<file path="config.mk">
export PLATFORM = sky130hd
export DESIGN_NAME = hcn_scale
export DESIGN_NICKNAME = d
export VERILOG_FILES = /design/src/rtl/hashed_coordinate_noise_pixel_macros.svh /design/src/rtl/hcn_pkg.sv /design/src/rtl/hcn_scale.sv
export SDC_FILE = /design/constraint.sdc
export NUM_CORES = 2
export LEC_CHECK = 0
export BUFFER_PORTS_ARGS = -buffer_cell sky130_fd_sc_hd__buf_2
export CAP_MARGIN = 10
export CORE_UTILIZATION = 55
export CTS_CLUSTER_SIZE = 12
export DETAILED_ROUTE_END_ITERATION = 10
export PLACE_DENSITY_LB_ADDON = 0.25
export REMOVE_ABC_BUFFERS = 1
export SYNTH_ARGS = -nofsm -noshare
export SYNTH_HDL_FRONTEND = slang
export SYNTH_SLANG_ARGS = --single-unit
export TNS_END_PERCENT = 10
</file>
<file path="constraint.sdc">
create_clock -name clk -period 10 [get_ports clk]
set_input_delay 3 -clock clk [delete_from_list [all_inputs] [get_ports clk]]
set_output_delay 3 -clock clk [all_outputs]
set_load 0.02 [all_outputs]
</file>
<file path="src/rtl/hashed_coordinate_noise_pixel_macros.svh">
// Assertion macros for the hashed coordinate noise pixel block.
// Expects clk and rst_n in the scope of use.
`ifndef HASHED_COORDINATE_NOISE_PIXEL_MACROS_SVH
`define HASHED_COORDINATE_NOISE_PIXEL_MACROS_SVH

// same-cycle implication
`define HCN_ASSERT_IMP(label, ante, cons, msg) \
  label: assert property (@(posedge clk) disable iff (!rst_n) (ante) |-> (cons)) \
    else $error(msg);

// next-cycle implication
`define HCN_ASSERT_NXT(label, ante, cons, msg) \
  label: assert property (@(posedge clk) disable iff (!rst_n) (ante) |=> (cons)) \
    else $error(msg);

`endif

</file>
<file path="src/rtl/hcn_pkg.sv">
// Shared types, constants and hash helpers for the coordinate noise pixel block.
// No dependencies.
package hcn_pkg;

  localparam int unsigned COORD_W           = 16;
  localparam int unsigned FRACTION_BITS_DEF = 16;
  localparam int unsigned WORD_W            = 32;
  localparam int unsigned CFG_DATA_W        = 33;
  localparam int unsigned CFG_IDX_W         = 3;
  localparam int unsigned NUM_COMP          = 4;
  localparam int unsigned NUM_KEYS          = NUM_COMP + 1;
  localparam int unsigned COMP_W            = 16;

  localparam logic [WORD_W-1:0] WANG_XOR = 32'd61;
  localparam logic [WORD_W-1:0] WANG_MUL = 32'h27d4eb2d;

  typedef enum logic [CFG_IDX_W-1:0] {
    REG_SEED      = 3'd0,
    REG_THRESHOLD = 3'd1,
    REG_GAIN      = 3'd2,
    REG_MEAN      = 3'd3,
    REG_COUNT     = 3'd4,
    REG_DEPTH     = 3'd5
  } cfg_reg_t;

  typedef struct packed {
    logic signed [COORD_W-1:0] pixel_x;
    logic signed [COORD_W-1:0] pixel_y;
  } in_word_t;

  typedef struct packed {
    logic [COMP_W-1:0] comp0;
    logic [COMP_W-1:0] comp1;
    logic [COMP_W-1:0] comp2;
    logic [COMP_W-1:0] comp3;
    logic              lit;
  } out_word_t;

  function automatic logic [WORD_W-1:0] sext_coord(logic [COORD_W-1:0] v);
    return {{(WORD_W-COORD_W){v[COORD_W-1]}}, v};
  endfunction

  // integer hash up to (not including) the multiply
  function automatic logic [WORD_W-1:0] wang_pre(logic [WORD_W-1:0] a);
    logic [WORD_W-1:0] a1;
    logic [WORD_W-1:0] a2;
    a1 = (a ^ WANG_XOR) ^ (a >> 16);
    a2 = a1 + (a1 << 3);
    return a2 ^ (a2 >> 4);
  endfunction

endpackage

</file>
<file path="src/rtl/hcn_scale.sv">
// Three-stage component scaler: centre the hash word, multiply by gain,
// add to mean with saturation; final scale to 255/65535 on the output. Uses hcn_pkg.
module hcn_scale
  import hcn_pkg::*;
#(
  parameter int unsigned FRACTION_BITS = FRACTION_BITS_DEF
) (
  input  logic                      clk,
  input  logic [2:0]                en,
  input  logic [WORD_W-1:0]         word_in,
  input  logic [FRACTION_BITS+7:0]  noise_gain,
  input  logic [FRACTION_BITS+7:0]  mean_level,
  input  logic                      depth_mode,
  output logic [COMP_W-1:0]         level_out
);

  localparam int unsigned LEVEL_W = FRACTION_BITS + 8;
  localparam int unsigned PROD_W  = LEVEL_W + WORD_W;
  localparam int unsigned V_W     = FRACTION_BITS + WORD_W;

  // stage 1: sign and magnitude of word - 2^31
  logic              neg_r;
  logic [WORD_W-1:0] mag_r;
  // stage 2: gain * magnitude
  logic              neg2_r;
  logic [PROD_W-1:0] prod_r;
  // stage 3: level with saturation flags
  logic              sat_max_r;
  logic              sat_zero_r;
  logic [V_W-1:0]    v_r;

  logic [PROD_W-1:0] base;
  logic [PROD_W:0]   sum;
  logic [PROD_W-1:0] diff;
  logic              sat_max_nxt;
  logic              sat_zero_nxt;
  logic [V_W-1:0]    v_nxt;

  logic [V_W+15:0]   scaled16;
  logic [V_W+7:0]    scaled8;
  logic [COMP_W-1:0] maxv;

  assign base = {mean_level, {WORD_W{1'b0}}};
  assign sum  = {1'b0, base} + {1'b0, prod_r};
  assign diff = base - prod_r;

  always_comb begin
    sat_max_nxt  = 1'b0;
    sat_zero_nxt = 1'b0;
    v_nxt        = sum[V_W-1:0];
    if (!neg2_r) begin
      sat_max_nxt = |sum[PROD_W:V_W];
    end else if (prod_r >= base) begin
      sat_zero_nxt = 1'b1;
    end else begin
      v_nxt       = diff[V_W-1:0];
      sat_max_nxt = |diff[PROD_W-1:V_W];
    end
  end

  always_ff @(posedge clk) begin
    if (en[0]) begin
      neg_r <= ~word_in[WORD_W-1];
      mag_r <= word_in[WORD_W-1] ? {1'b0, word_in[WORD_W-2:0]}
                                 : (32'h8000_0000 - word_in);
    end
    if (en[1]) begin
      neg2_r <= neg_r;
      prod_r <= PROD_W'(noise_gain) * PROD_W'(mag_r);
    end
    if (en[2]) begin
      sat_max_r  <= sat_max_nxt;
      sat_zero_r <= sat_zero_nxt;
      v_r        <= v_nxt;
    end
  end

  // level * (2^n - 1) as shift and subtract, exact floor after dropping V_W bits
  assign scaled16 = {v_r, 16'd0} - (V_W+16)'(v_r);
  assign scaled8  = {v_r, 8'd0} - (V_W+8)'(v_r);
  assign maxv     = depth_mode ? 16'hFFFF : 16'h00FF;

  always_comb begin
    if (sat_max_r) begin
      level_out = maxv;
    end else if (sat_zero_r) begin
      level_out = '0;
    end else if (depth_mode) begin
      level_out = scaled16[V_W+15:V_W];
    end else begin
      level_out = {8'd0, scaled8[V_W+7:V_W]};
    end
  end

endmodule

</file>
# Word-level counts from Yosys, hierarchy flattened
# Cells that the tools add are included.
# op_classes
reduce_logical	2
bitwise	1
magnitude_cmp	1
multipliers	1
n_mux	10
addsub	5
# op_table
op	n
48-bit 2-to-1 mux	2
16-bit 2-to-1 mux	4
64-bit by 48-bit subtractor with 64-bit output	1
56-bit by 56-bit adder with 57-bit output	1
56-bit >= comparator	1
24-bit by 32-bit multiplier with 56-bit output	1
56-bit by 48-bit subtractor with 56-bit output	1
56-bit subtractor	1
32-bit subtractor (first input constant)	1
31-bit 2-to-1 mux	1
9-bit OR reduction	1
8-bit OR reduction	1
1-bit 2-to-1 mux	3
1-bit NOT	1
# word_totals
wordCells	28
input_bits	85
register_bits	140

# Longest topological paths before layout
# logic_depth
word_depth	4
depth_mapped	27
ltp_nobuf	26

# Worst setup path after synthesis
# OpenSTA, ideal clock, no wires.
# synth_timing
path_type	input port to flip-flop
start	in noise_gain[3]
end	reg prod_r[51] (data pin)
arrival_ns	9.160
n_path_buf	1
setup_slack_ns	0.575
path_stages	25
path_cell_list	clkbuf_1 nand2_1 fa_1 inv_1 fa_1 inv_1 fa_1 fa_1 inv_1 fa_1 fa_1 inv_1 fa_1 inv_1 ha_1 a21oi_1 o21a_1 nor3b_1 nor2_1 o21ba_2 o31a_1 a41oi_1 nor2b_1 o21ai_0 xor2_1
# synth_via
elab_chain_cells	1
# synth_lines
element	line_no	text
start, declared	hcn_scale.sv:11	input logic [FRACTION_BITS+7:0] noise_gain,
24-bit by 32-bit multiplier with 56-bit output	hcn_scale.sv:69	prod_r <= PROD_W'(noise_gain) * PROD_W'(mag_r);
end signal, assigned	hcn_scale.sv:69	
end, declared	hcn_scale.sv:26	logic [PROD_W-1:0] prod_r;
# Every way passes these cells.
# A chain may end at the register's enable or synchronous reset.

# Worst setup path after layout
# layout_timing
start	in noise_gain[3]
end	reg prod_r[52] (data pin)
# Same word-level chain as after synthesis.

==> out/metrics.csv <==
stage,metric,value,unit
grt,grt_pass1_vias,29420,
clocking,cts_tree,done,
timing,worst_pin_slew,1274,ps
synth,seq_area_frac_synth,11.49,%
setup_path,required,10260,ps
final_layout,fin_nets,5200,
floorplanning,die_h,259.9,um
routing,drtIter0Drc,2045,
synth,synth_xor_area_share,3.257,%
synth,postSynthCellCount,4118,
routing,viasPerCell,5.637,
synth,syn_area,36580,sq um
clocking,post_cts_buffers,0,
min_path,holdCritPathClass,register to register,
synth,synth_top_family_by_area,adder cells,
timing,hold_ws,541.1,ps
clocking,cts_hold_buf,0,
routing,drc_errors,0,
synth,postSynth.asyncResetShare,0,%
floorplanning,die_w,259.9,um
placement,portBuffers,100,
setup_path,crit_type,primary input to register,
synth,yosys.area_share.adder,46.47,%
setup_path,crit_arrival,9980,ps
synth,avgSynthCellArea,8.882,sq um
run,cap_violations,0,
routing,vias,28360,
synth,synth_simple_gate_area_share,17.67,%
setup_path,end_kind,register,
routing,dr.pass1.iters,6,
grt,antenna_found_initial,1,
routing,drtAntennaViolNets,0,
setup_path,worstPathMaxFanout,17,
grt,groute.usage.overall,29.13,%
timing,setup-violations-final,0,
clocking,path_clk_slew,80,ps
clocking,clock_latency,480,ps
synth,synthFlopType,edfxtp_1,
floorplanning,pin_count,101,
placement,hpwl,76930,um
timing,rsz0062_at_grt,no,
synth,muxShareOfSynthArea,0.1950,%
routing,wl,94040,um
floorplanning,start_util,55.63,%
synth,synth_edf_count,140,
synth,ys_ff_latch,140,
status,status,completed,
synth,synth_warnings,0,
synth,synth-compound-area-share,10.50,%
final_layout,layout_common_cells,"inv_1, fa_1, nand2_1, and2_1, ha_1",
timing,fin_crit,9716,ps
routing,wl_per_cell,18.69,um
placement,place.gp.congestion,1.003,
timing,timing.final.crit_share,97.16,%
timing,slew_headroom,15.09,%
grt,grt_max_degree,63,
floorplanning,coreArea,65750,sq um
grt,grt_pass1_wl,154700,um
clocking,clk_path_buf_depth,2,
timing,finClkSkew,14.24,ps
final_layout,final_common_cell,inv_1,
clocking,clock_sinks,140,
final_layout,fill_cells,5756,
floorplanning,dieArea,67540,sq um
clocking,clockRootBuffer,clkbuf_16,
clocking,cts_resized,0,
timing,final-hold-violation-count,0,
grt,grt-ovfl-total,0,
clocking,htree_levels,4,
timing,max_freq,0.1029,GHz
final_layout,drive_gt1_share,6.555,%
clocking,numCtsBuffers,17,
setup_path,startpoint_type,primary input,
synth,ys_types,83,
final_layout,syn2layout_area_growth,6.236,%
floorplanning,rows,94,
timing,drv_slew,0,
-- stage by stage --
stage	setup TNS [ps]	std cells	area [sq um]	worst slack (ps)	utilization [%]
final	0	5031	38860	284.0	59.10
after detailed placement	-261.0	4997	38240	-128.7	58.17
after CTS	0	5029	38850	408.3	59.09
after floorplan	0	3927	35810	796.0	-
after global placement	-30.75	4997	38240	-29.85	58.17
after global routing	0	5029	38850	29.03	59.09
-- metal layers --
layer | GRT usage, % | part of all wire [%] | wire length, um
met3 | 5.409 | 8.0 | 7483
met5 | 0 | 0.014 | 13
met1 | 40.87 | 44 | 41560
met2 | 46.68 | 46 | 43140
met4 | 7.026 | 2.0 | 1851
-- final timing paths --
path / depth (start not counted) / slack (ps) / startpoint / end
max: 25 / 280 / noise_gain[3] / prod_r[52]
min: 0 / 540 / prod_r[0] / v_r[0]
max reg2reg: 24 / 2030 / mag_r[7] / prod_r[52]
min reg2reg: 0 / 540 / prod_r[0] / v_r[0]
-- cells in the mapped netlist, types with 47 or more instances --
cell type,instances,area [sq um]
inv_1,810,3040
fa_1,659,13190
nand2_1,504,1892
and2_1,392,2452
ha_1,304,3804
clkbuf_1,177,664.4
a21oi_1,169,845.8
edfxtp_1,140,4204
a21o_1,121,908.4
nor2_1,117,439.2
xnor2_1,87,762.0
o21ai_0,80,400.4
xor2_1,49,429.2
nand3_1,47,235.2
-- logic make-up after synthesis --
family	Yosys count
flops	140
compound gates	583
fa+ha+maj	963
mux	7
simple gates	1286
xor+xnor	136
buf+inv	1003
-- state kept, by name, indices dropped and copies added (netlist names) --
signal / count
prod_r: 56
v_r: 48
mag_r: 32
neg2_r: 1
neg_r: 1
sat_max_r: 1
sat_zero_r: 1
-- critical path, stage by stage --
cell      delay, ps
buf_2           350
nand2_1         150
fa_1            560
inv_1            50
fa_1            480
inv_1            60
fa_1            500
fa_1            560
inv_1            60
fa_1            450
fa_1            530
inv_1            60
fa_1            470
inv_1            40
ha_1            320
a21oi_1         130
o21bai_1        140
a21o_1          150
a211oi_1         80
nor3_1          330
o31ai_1         130
a21o_1          280
o31ai_1         500
a21oi_1         190
o311ai_1        400
-- final cells by class --
| class | instances | area [sq um] | share of cell area (%) |
|---|---|---|---|
| clock buffer | 17 | 425.4 | 1.095 |
| sequential | 140 | 4204 | 10.82 |
| tap | 864 | 1081 | 2.782 |
| clock inverter | 15 | 183.9 | 0.4733 |
| antenna | 2 | 5.005 | 0.01288 |
| timing repair buffer | 206 | 1346 | 3.465 |
| inverter | 812 | 3048 | 7.844 |
| multi-input combinational | 2975 | 28560 | 73.51 |
Power is left out: the tool's default activity adds up to more than one toggle a clock period on the data nets, which glitch-free logic cannot reach.
