<file path="config.mk">
export PLATFORM = sky130hd
export DESIGN_NAME = hcn_wang
export DESIGN_NICKNAME = d
export VERILOG_FILES = /design/src/rtl/hashed_coordinate_noise_pixel_macros.svh /design/src/rtl/hcn_pkg.sv /design/src/rtl/hcn_wang.sv
export SDC_FILE = /design/constraint.sdc
export NUM_CORES = 1
export LEC_CHECK = 0
export ABC_CLOCK_PERIOD_IN_PS = 6350
export BUFFER_PORTS_ARGS = -buffer_cell sky130_fd_sc_hd__buf_2
export CAP_MARGIN = 10
export CORE_MARGIN = 1
export CORE_UTILIZATION = 50
export DETAILED_ROUTE_END_ITERATION = 7
export PLACE_DENSITY = 0.75
export SETUP_SLACK_MARGIN = 0.3
export SLEW_MARGIN = 20
export SYNTH_ARGS = -nofsm -noshare
export SYNTH_HDL_FRONTEND = slang
export SYNTH_SLANG_ARGS = --single-unit
</file>
<file path="constraint.sdc">
create_clock -name clk -period 6.35 [get_ports clk]
set_input_delay 1.27 -clock clk [delete_from_list [all_inputs] [get_ports clk]]
set_output_delay 1.27 -clock clk [all_outputs]
set_load 0.01 [all_outputs]
</file>
<file path="src/rtl/hashed_coordinate_noise_pixel_macros.svh">
// Assertion macros for the hashed coordinate noise pixel block.
// Expects clk and rst_n in the scope of use.
`ifndef HASHED_COORDINATE_NOISE_PIXEL_MACROS_SVH
`define HASHED_COORDINATE_NOISE_PIXEL_MACROS_SVH

// same-cycle implication
`define HCN_ASSERT_IMP(label, ante, cons, msg) \
  label: assert property (@(posedge clk) disable iff (!rst_n) (ante) |-> (cons)) \
    else $error(msg);

// next-cycle implication
`define HCN_ASSERT_NXT(label, ante, cons, msg) \
  label: assert property (@(posedge clk) disable iff (!rst_n) (ante) |=> (cons)) \
    else $error(msg);

`endif

</file>
<file path="src/rtl/hcn_pkg.sv">
// Shared types, constants and hash helpers for the coordinate noise pixel block.
// No dependencies.
package hcn_pkg;

  localparam int unsigned COORD_W           = 16;
  localparam int unsigned FRACTION_BITS_DEF = 16;
  localparam int unsigned WORD_W            = 32;
  localparam int unsigned CFG_DATA_W        = 33;
  localparam int unsigned CFG_IDX_W         = 3;
  localparam int unsigned NUM_COMP          = 4;
  localparam int unsigned NUM_KEYS          = NUM_COMP + 1;
  localparam int unsigned COMP_W            = 16;

  localparam logic [WORD_W-1:0] WANG_XOR = 32'd61;
  localparam logic [WORD_W-1:0] WANG_MUL = 32'h27d4eb2d;

  typedef enum logic [CFG_IDX_W-1:0] {
    REG_SEED      = 3'd0,
    REG_THRESHOLD = 3'd1,
    REG_GAIN      = 3'd2,
    REG_MEAN      = 3'd3,
    REG_COUNT     = 3'd4,
    REG_DEPTH     = 3'd5
  } cfg_reg_t;

  typedef struct packed {
    logic signed [COORD_W-1:0] pixel_x;
    logic signed [COORD_W-1:0] pixel_y;
  } in_word_t;

  typedef struct packed {
    logic [COMP_W-1:0] comp0;
    logic [COMP_W-1:0] comp1;
    logic [COMP_W-1:0] comp2;
    logic [COMP_W-1:0] comp3;
    logic              lit;
  } out_word_t;

  function automatic logic [WORD_W-1:0] sext_coord(logic [COORD_W-1:0] v);
    return {{(WORD_W-COORD_W){v[COORD_W-1]}}, v};
  endfunction

  // integer hash up to (not including) the multiply
  function automatic logic [WORD_W-1:0] wang_pre(logic [WORD_W-1:0] a);
    logic [WORD_W-1:0] a1;
    logic [WORD_W-1:0] a2;
    a1 = (a ^ WANG_XOR) ^ (a >> 16);
    a2 = a1 + (a1 << 3);
    return a2 ^ (a2 >> 4);
  endfunction

endpackage

</file>
<file path="src/rtl/hcn_wang.sv">
// Two-stage integer hash: shift/xor front end, then constant multiply.
// The final xorshift is combinational on the output, in the consumer's stage. Uses hcn_pkg.
module hcn_wang
  import hcn_pkg::*;
(
  input  logic              clk,
  input  logic [1:0]        en,
  input  logic [WORD_W-1:0] key_in,
  output logic [WORD_W-1:0] hash_out
);

  logic [WORD_W-1:0] pre_r;
  logic [WORD_W-1:0] prod_r;
  logic [WORD_W-1:0] prod_nxt;

  assign prod_nxt = pre_r * WANG_MUL;

  always_ff @(posedge clk) begin
    if (en[0]) begin
      pre_r <= wang_pre(key_in);
    end
    if (en[1]) begin
      prod_r <= prod_nxt;
    end
  end

  assign hash_out = prod_r ^ (prod_r >> 15);

endmodule

</file>
* Word level (Yosys, flattened, before mapping) *
Cells that the tools add are included.

storage, ports and cells
  memory bits (writable) = 0
  flip-flop bits (word level) = 64
  output and inout port bits = 32
  latch bits = 0
  logic and storage cells = 8
  bits of input ports = 35
  bits in read-only memories = 0
  memories = 0

operators by class
  multiplexer cells = 0
  equality and inequality tests = 0
  add/sub/neg operators = 1
  reductions and logical operators = 0
  $lt $le $gt $ge = 0
  multiply operators = 1
  divide/modulo/power cells = 0
  shift-type cells = 0
  bitwise gates (word level) = 4

operator list
  kind                                                  count
  adder 32 bit                                          1
  multiplier 32 x 30 -> 32 bit (second input constant)  1
  XOR 32 x 16 -> 32 bit                                 1
  XOR 32 x 17 -> 32 bit                                 1
  XOR 32 x 28 -> 32 bit                                 1
  inverter 5 bit                                        1

* Depth between registers and ports, before layout *
  depth after elaboration = 4
  mapped depth = 24

* Worst setup path after synthesis *
No wires, ideal clock.

  path kind = register -> register
  start = reg pre_r[2]
  end = reg prod_r[29], data pin
  setup slack = -0.342 ns
  arrival time = 6.426 ns
  clock period less this slack = 6.692 ns
  cell stages (with the launch flop) = 24
  buffers on the path = 0
  cells stage by stage = edfxtp_1 > ha_1 > xor2_1 > ha_1 > or2_2 > fa_1 > fa_1 > fa_1 > inv_1 > fa_1 > inv_1 > fa_1 > inv_1 > fa_1 > inv_1 > ha_1 > and3_1 > a221oi_1 > o221ai_1 > a32oi_1 > a21oi_1 > a21o_1 > a21oi_1 > xnor2_1

on the way
  longest elaborated chain between the ends = 1

ends and longest elaborated chain
  element                       line            text
  start, declared               hcn_wang.sv:12  logic [WORD_W-1:0] pre_r;
  start signal, assigned        hcn_wang.sv:20  pre_r <= wang_pre(key_in);
  multiplier 32 x 30 -> 32 bit  hcn_wang.sv:16  assign prod_nxt = pre_r * WANG_MUL;
  via prod_nxt[29]              hcn_wang.sv:14  logic [WORD_W-1:0] prod_nxt;
  end signal, assigned          hcn_wang.sv:23  prod_r <= prod_nxt;
  end, declared                 hcn_wang.sv:13  logic [WORD_W-1:0] prod_r;

The timed path passes the listed nets, and every way through them passes these cells.
A chain may end at the register's enable or synchronous reset.

* Worst setup path after layout *
  start = reg pre_r[13]
  end = reg prod_r[30], data pin

The elaborated chain is that of the path after synthesis.

==> summary.log <==
INFO  setup_path     path_buf_inv=4
INFO  route          detail_route.iter0.violations=483
INFO  final_layout   fillerInstances=2137
INFO  sta            timing.final.crit_period=6490ps
INFO  synthesis      synth_fa_ha_area_frac=0.512
INFO  synthesis      netlist_instances=1260
INFO  clocking       ctsHoldBuffers=0
INFO  grt            number_of_global_route_vias_before_repair=10400
INFO  route          drt.antenna.violating_nets=0
INFO  sta            rsz0062_at_grt=yes
INFO  clocking       cts.htree.levels=3
INFO  synthesis      mappedNetlistNets=1719
INFO  place          globalplace.congestion=0.981
INFO  place          numPlacedInstances=1760
INFO  final_layout   sequential_area=0.00192sqmm
INFO  final_layout   area_used_by_multi_input_combinational_logic=0.0105sqmm
INFO  sta            finalHoldViolCount=0
INFO  floorplanning  boundaryPins=67
INFO  setup_path     critPathMostFrequentCell=fa_1
INFO  floorplanning  core_box_area=0.0260sqmm
INFO  sta            tightestPinTransition=702ps
INFO  sta            fmax=0.154GHz
INFO  route          viasPerCell=5.19
INFO  setup_path     required=6540ps
INFO  synthesis      synth_compound_gate_area_share=0.0858
INFO  final_layout   drive_gt1_frac=0.232
INFO  setup_path     crit_family=adder cells
INFO  synthesis      synth_warnings=0
INFO  place          placed_cell_area=0.0150sqmm
INFO  synthesis      synth_top_area_cells=fa_1, ha_1, edfxtp_1, inv_1, xnor2_1
INFO  synthesis      synth_simple_gate_area_share=0.0493
INFO  route          via_count_of_the_routed_design=9324
INFO  sta            finalHoldWorstSlack=907ps
INFO  synthesis      synth.ff_latch_count=64
INFO  synthesis      ys_seq_area_frac=0.145
INFO  clocking       cts_inserted_buffers=9
INFO  worst_hold_path holdCritPathClass=reg2reg
INFO  setup_path     crit_path_end_kind=register
INFO  synthesis      dominant_combinational_cell_family_by_area_after_synthesis=adder cells
INFO  setup_path     cpPeakStageDelay=530ps
INFO  clocking       tritoncts=built
INFO  grt            grt_pass1_wl=54500um
INFO  floorplanning  floorplan.rows=59
INFO  clocking       clock_tree.root_cell=clkbuf_16
INFO  synthesis      post_synth_instance_area=0.0132sqmm
INFO  grt            initial_antenna_violation_count=0
INFO  sta            finalSetupViolations=5
INFO  grt            grt_usage=0.272
INFO  setup_path     critical_path.slowest_cell=edfxtp_1
INFO  route          post-route-drc-count=0
INFO  final_layout   insertedDiodeCount=0
INFO  floorplanning  floorplan.initialDensity=0.509
INFO  setup_path     criticalPathCategory=reg2reg
INFO  clocking       max-clock-path-buffers=2
INFO  sta            fin_skew=4.64ps
INFO  floorplanning  die_area=0.0271sqmm
INFO  final_layout   flow.area_growth_from_synthesis=19.1%
INFO  synthesis      post_synth_edffs=64
INFO  route          drt-wirelength-per-cell=19.1um
INFO  sta            postLayoutSetupSlackWorst=-144ps
INFO  synthesis      yosys.area.top_type=fa_1
INFO  clocking       clkSlewWorstSetupHoldPaths=60ps
INFO  setup_path     timing.critical_path.fanout_max=4
INFO  sta            max_slew_margin=0.532
INFO  setup_path     timing.critical_path.arrival=6680ps
INFO  synthesis      post_synth_xor_xnor_area=0.104
INFO  grt            maximum_number_of_pins_on_one_net_before_global_route_repair=33
INFO  final_layout   design.final.nets=1914
INFO  place          placement.io_buffers=66
INFO  synthesis      synth_cell_types=68
INFO  synthesis      avg_synthesized_cell_area=10.5squm
INFO  floorplanning  die_y=165um
INFO  clocking       clock_insertion_delay_worst_skew=350ps
INFO  synthesis      synthDominantCellAreaShare=0.297
INFO  grt            residual_overflow_from_global_routing=0
INFO  route          totalWireLength=34200um
INFO  run            maxCapViolCount=0
INFO  sta            drv_slew=0
INFO  outcome        violated_checks=negative setup slack
INFO  setup_path     critical_path.cell_chain=ha_4 > fa_1 > inv_1 > fa_2 > fa_1 > fa_1 > inv_1 > fa_1 > fa_1 > inv_2 > fa_1 > inv_2 > ha_4 > a21oi_2 > nor2b_1 > or4_4 > a2111oi_4 > nor3_4 > or4_4 > o2111ai_2
INFO  synthesis      post_synth_most_frequent_cells=inv_1, ha_1, fa_1
INFO  synthesis      synth-main-ff-cell=edfxtp_1
INFO  final_layout   finish.instance_area=0.0158sqmm
INFO  place          post-dp-hpwl=30000um
INFO  synthesis      most_common_cell_in_the_synthesized_netlist=inv_1
INFO  setup_path     timing.critical_path.from_type=register
INFO  synthesis      fraction_of_synthesis_flops_using_an_asynchronous_set_or_reset_pin=0
INFO  floorplanning  die-width=165um
INFO  sta            min_period_over_period=1.02
INFO  route          drtPass1Iterations=5
INFO  synthesis      post_synth_mux_area_share=0
INFO  final_layout   post_layout_instance_count_excluding_filler_cells=1795
INFO  clocking       cts.sink_count=64
INFO  outcome        run_status=finished, violations left
-- cells in the final DEF (no fill, tap or decap), drive strengths merged, types with 9 or more instances in the layout --
| cell type | n |
|---|---|
| inv | 333 |
| nand2 | 19 |
| nand3 | 10 |
| o21a | 18 |
| edfxtp | 64 |
| nor3 | 9 |
| xnor2 | 82 |
| buf | 202 |
| ha | 228 |
| a211oi | 9 |
| xor2 | 66 |
| or2 | 10 |
| a21oi | 39 |
| a21o | 17 |
| and2 | 9 |
| nor2 | 31 |
| o21ai | 21 |
| clkbuf | 9 |
| fa | 196 |
-- worst reg2reg max path, delay by kind of cell (launching register included) --
| family | cells | cell delay (ps) |
|---|---|---|
| adders and majority gates | 9 | 3960 |
| and+or+nand+nor | 4 | 1000 |
| AOI/OAI and AO/OA | 3 | 660 |
| DFF | 1 | 530 |
| buffers and inverters | 4 | 210 |
-- registers in the layout, indices dropped and copies added, names as in the netlist --
signal and flops:
pre_r 32, prod_r 32
-- layout make-up --
cell class              instances  share of cell area
well taps                     335              0.0266
inverters                     331              0.0788
clock inverters                 7             0.00445
flip-flops and latches         64               0.122
multi-input cells             847               0.666
repair buffers                202              0.0881
clock buffers                   9              0.0143
-- metrics by stage --
step	setup slack, ps	utilization	TNS (ps)
global route	-320	0.607	-2010
detailed placement	-246	0.577	-1230
floorplan	44.0	-	0
CTS	-132	0.600	-430
global placement	-74.0	0.577	-262
finish	-144	0.607	-483
-- layer usage --
| metal | vias up | global-route usage | share of wire |
|---|---|---|---|
| met5 | - | 0 | 0 |
| li1 | 4407 | - | - |
| met2 | 224 | 0.501 | 0.51 |
| met1 | 4630 | 0.325 | 0.42 |
| met3 | 63 | 0.0266 | 0.033 |
| met4 | 0 | 0.106 | 0.036 |
-- final timing paths --
path | cells after the start | startpoint | slack [ps] | endpoint
hold / removal | 1 | pre_r[1] | 910 | prod_r[1]
hold reg to reg | 1 | pre_r[1] | 910 | prod_r[1]
setup reg to reg | 20 | pre_r[13] | -140 | prod_r[30]
setup / recovery | 20 | pre_r[13] | -140 | prod_r[30]
-- repair_timing --
item / in CTS / in global routing
gates cloned: 0 / 0
pin swaps: 28 / 40
gates resized for setup: 40 / 30
buffers inserted: 14 / 5
endpoints found under the setup margin: 13 / 16
-- logic make-up after synthesis --
group | count (synthesis)
buffers and inverters | 349
AOI/OAI and AO/OA | 150
DFF | 64
and+or+nand+nor | 122
xor gates and xnor gates | 151
adders and majority gates | 424
Power is not shown: default switching activity piles up to over one toggle a cycle in this logic, so the estimate is an artifact.
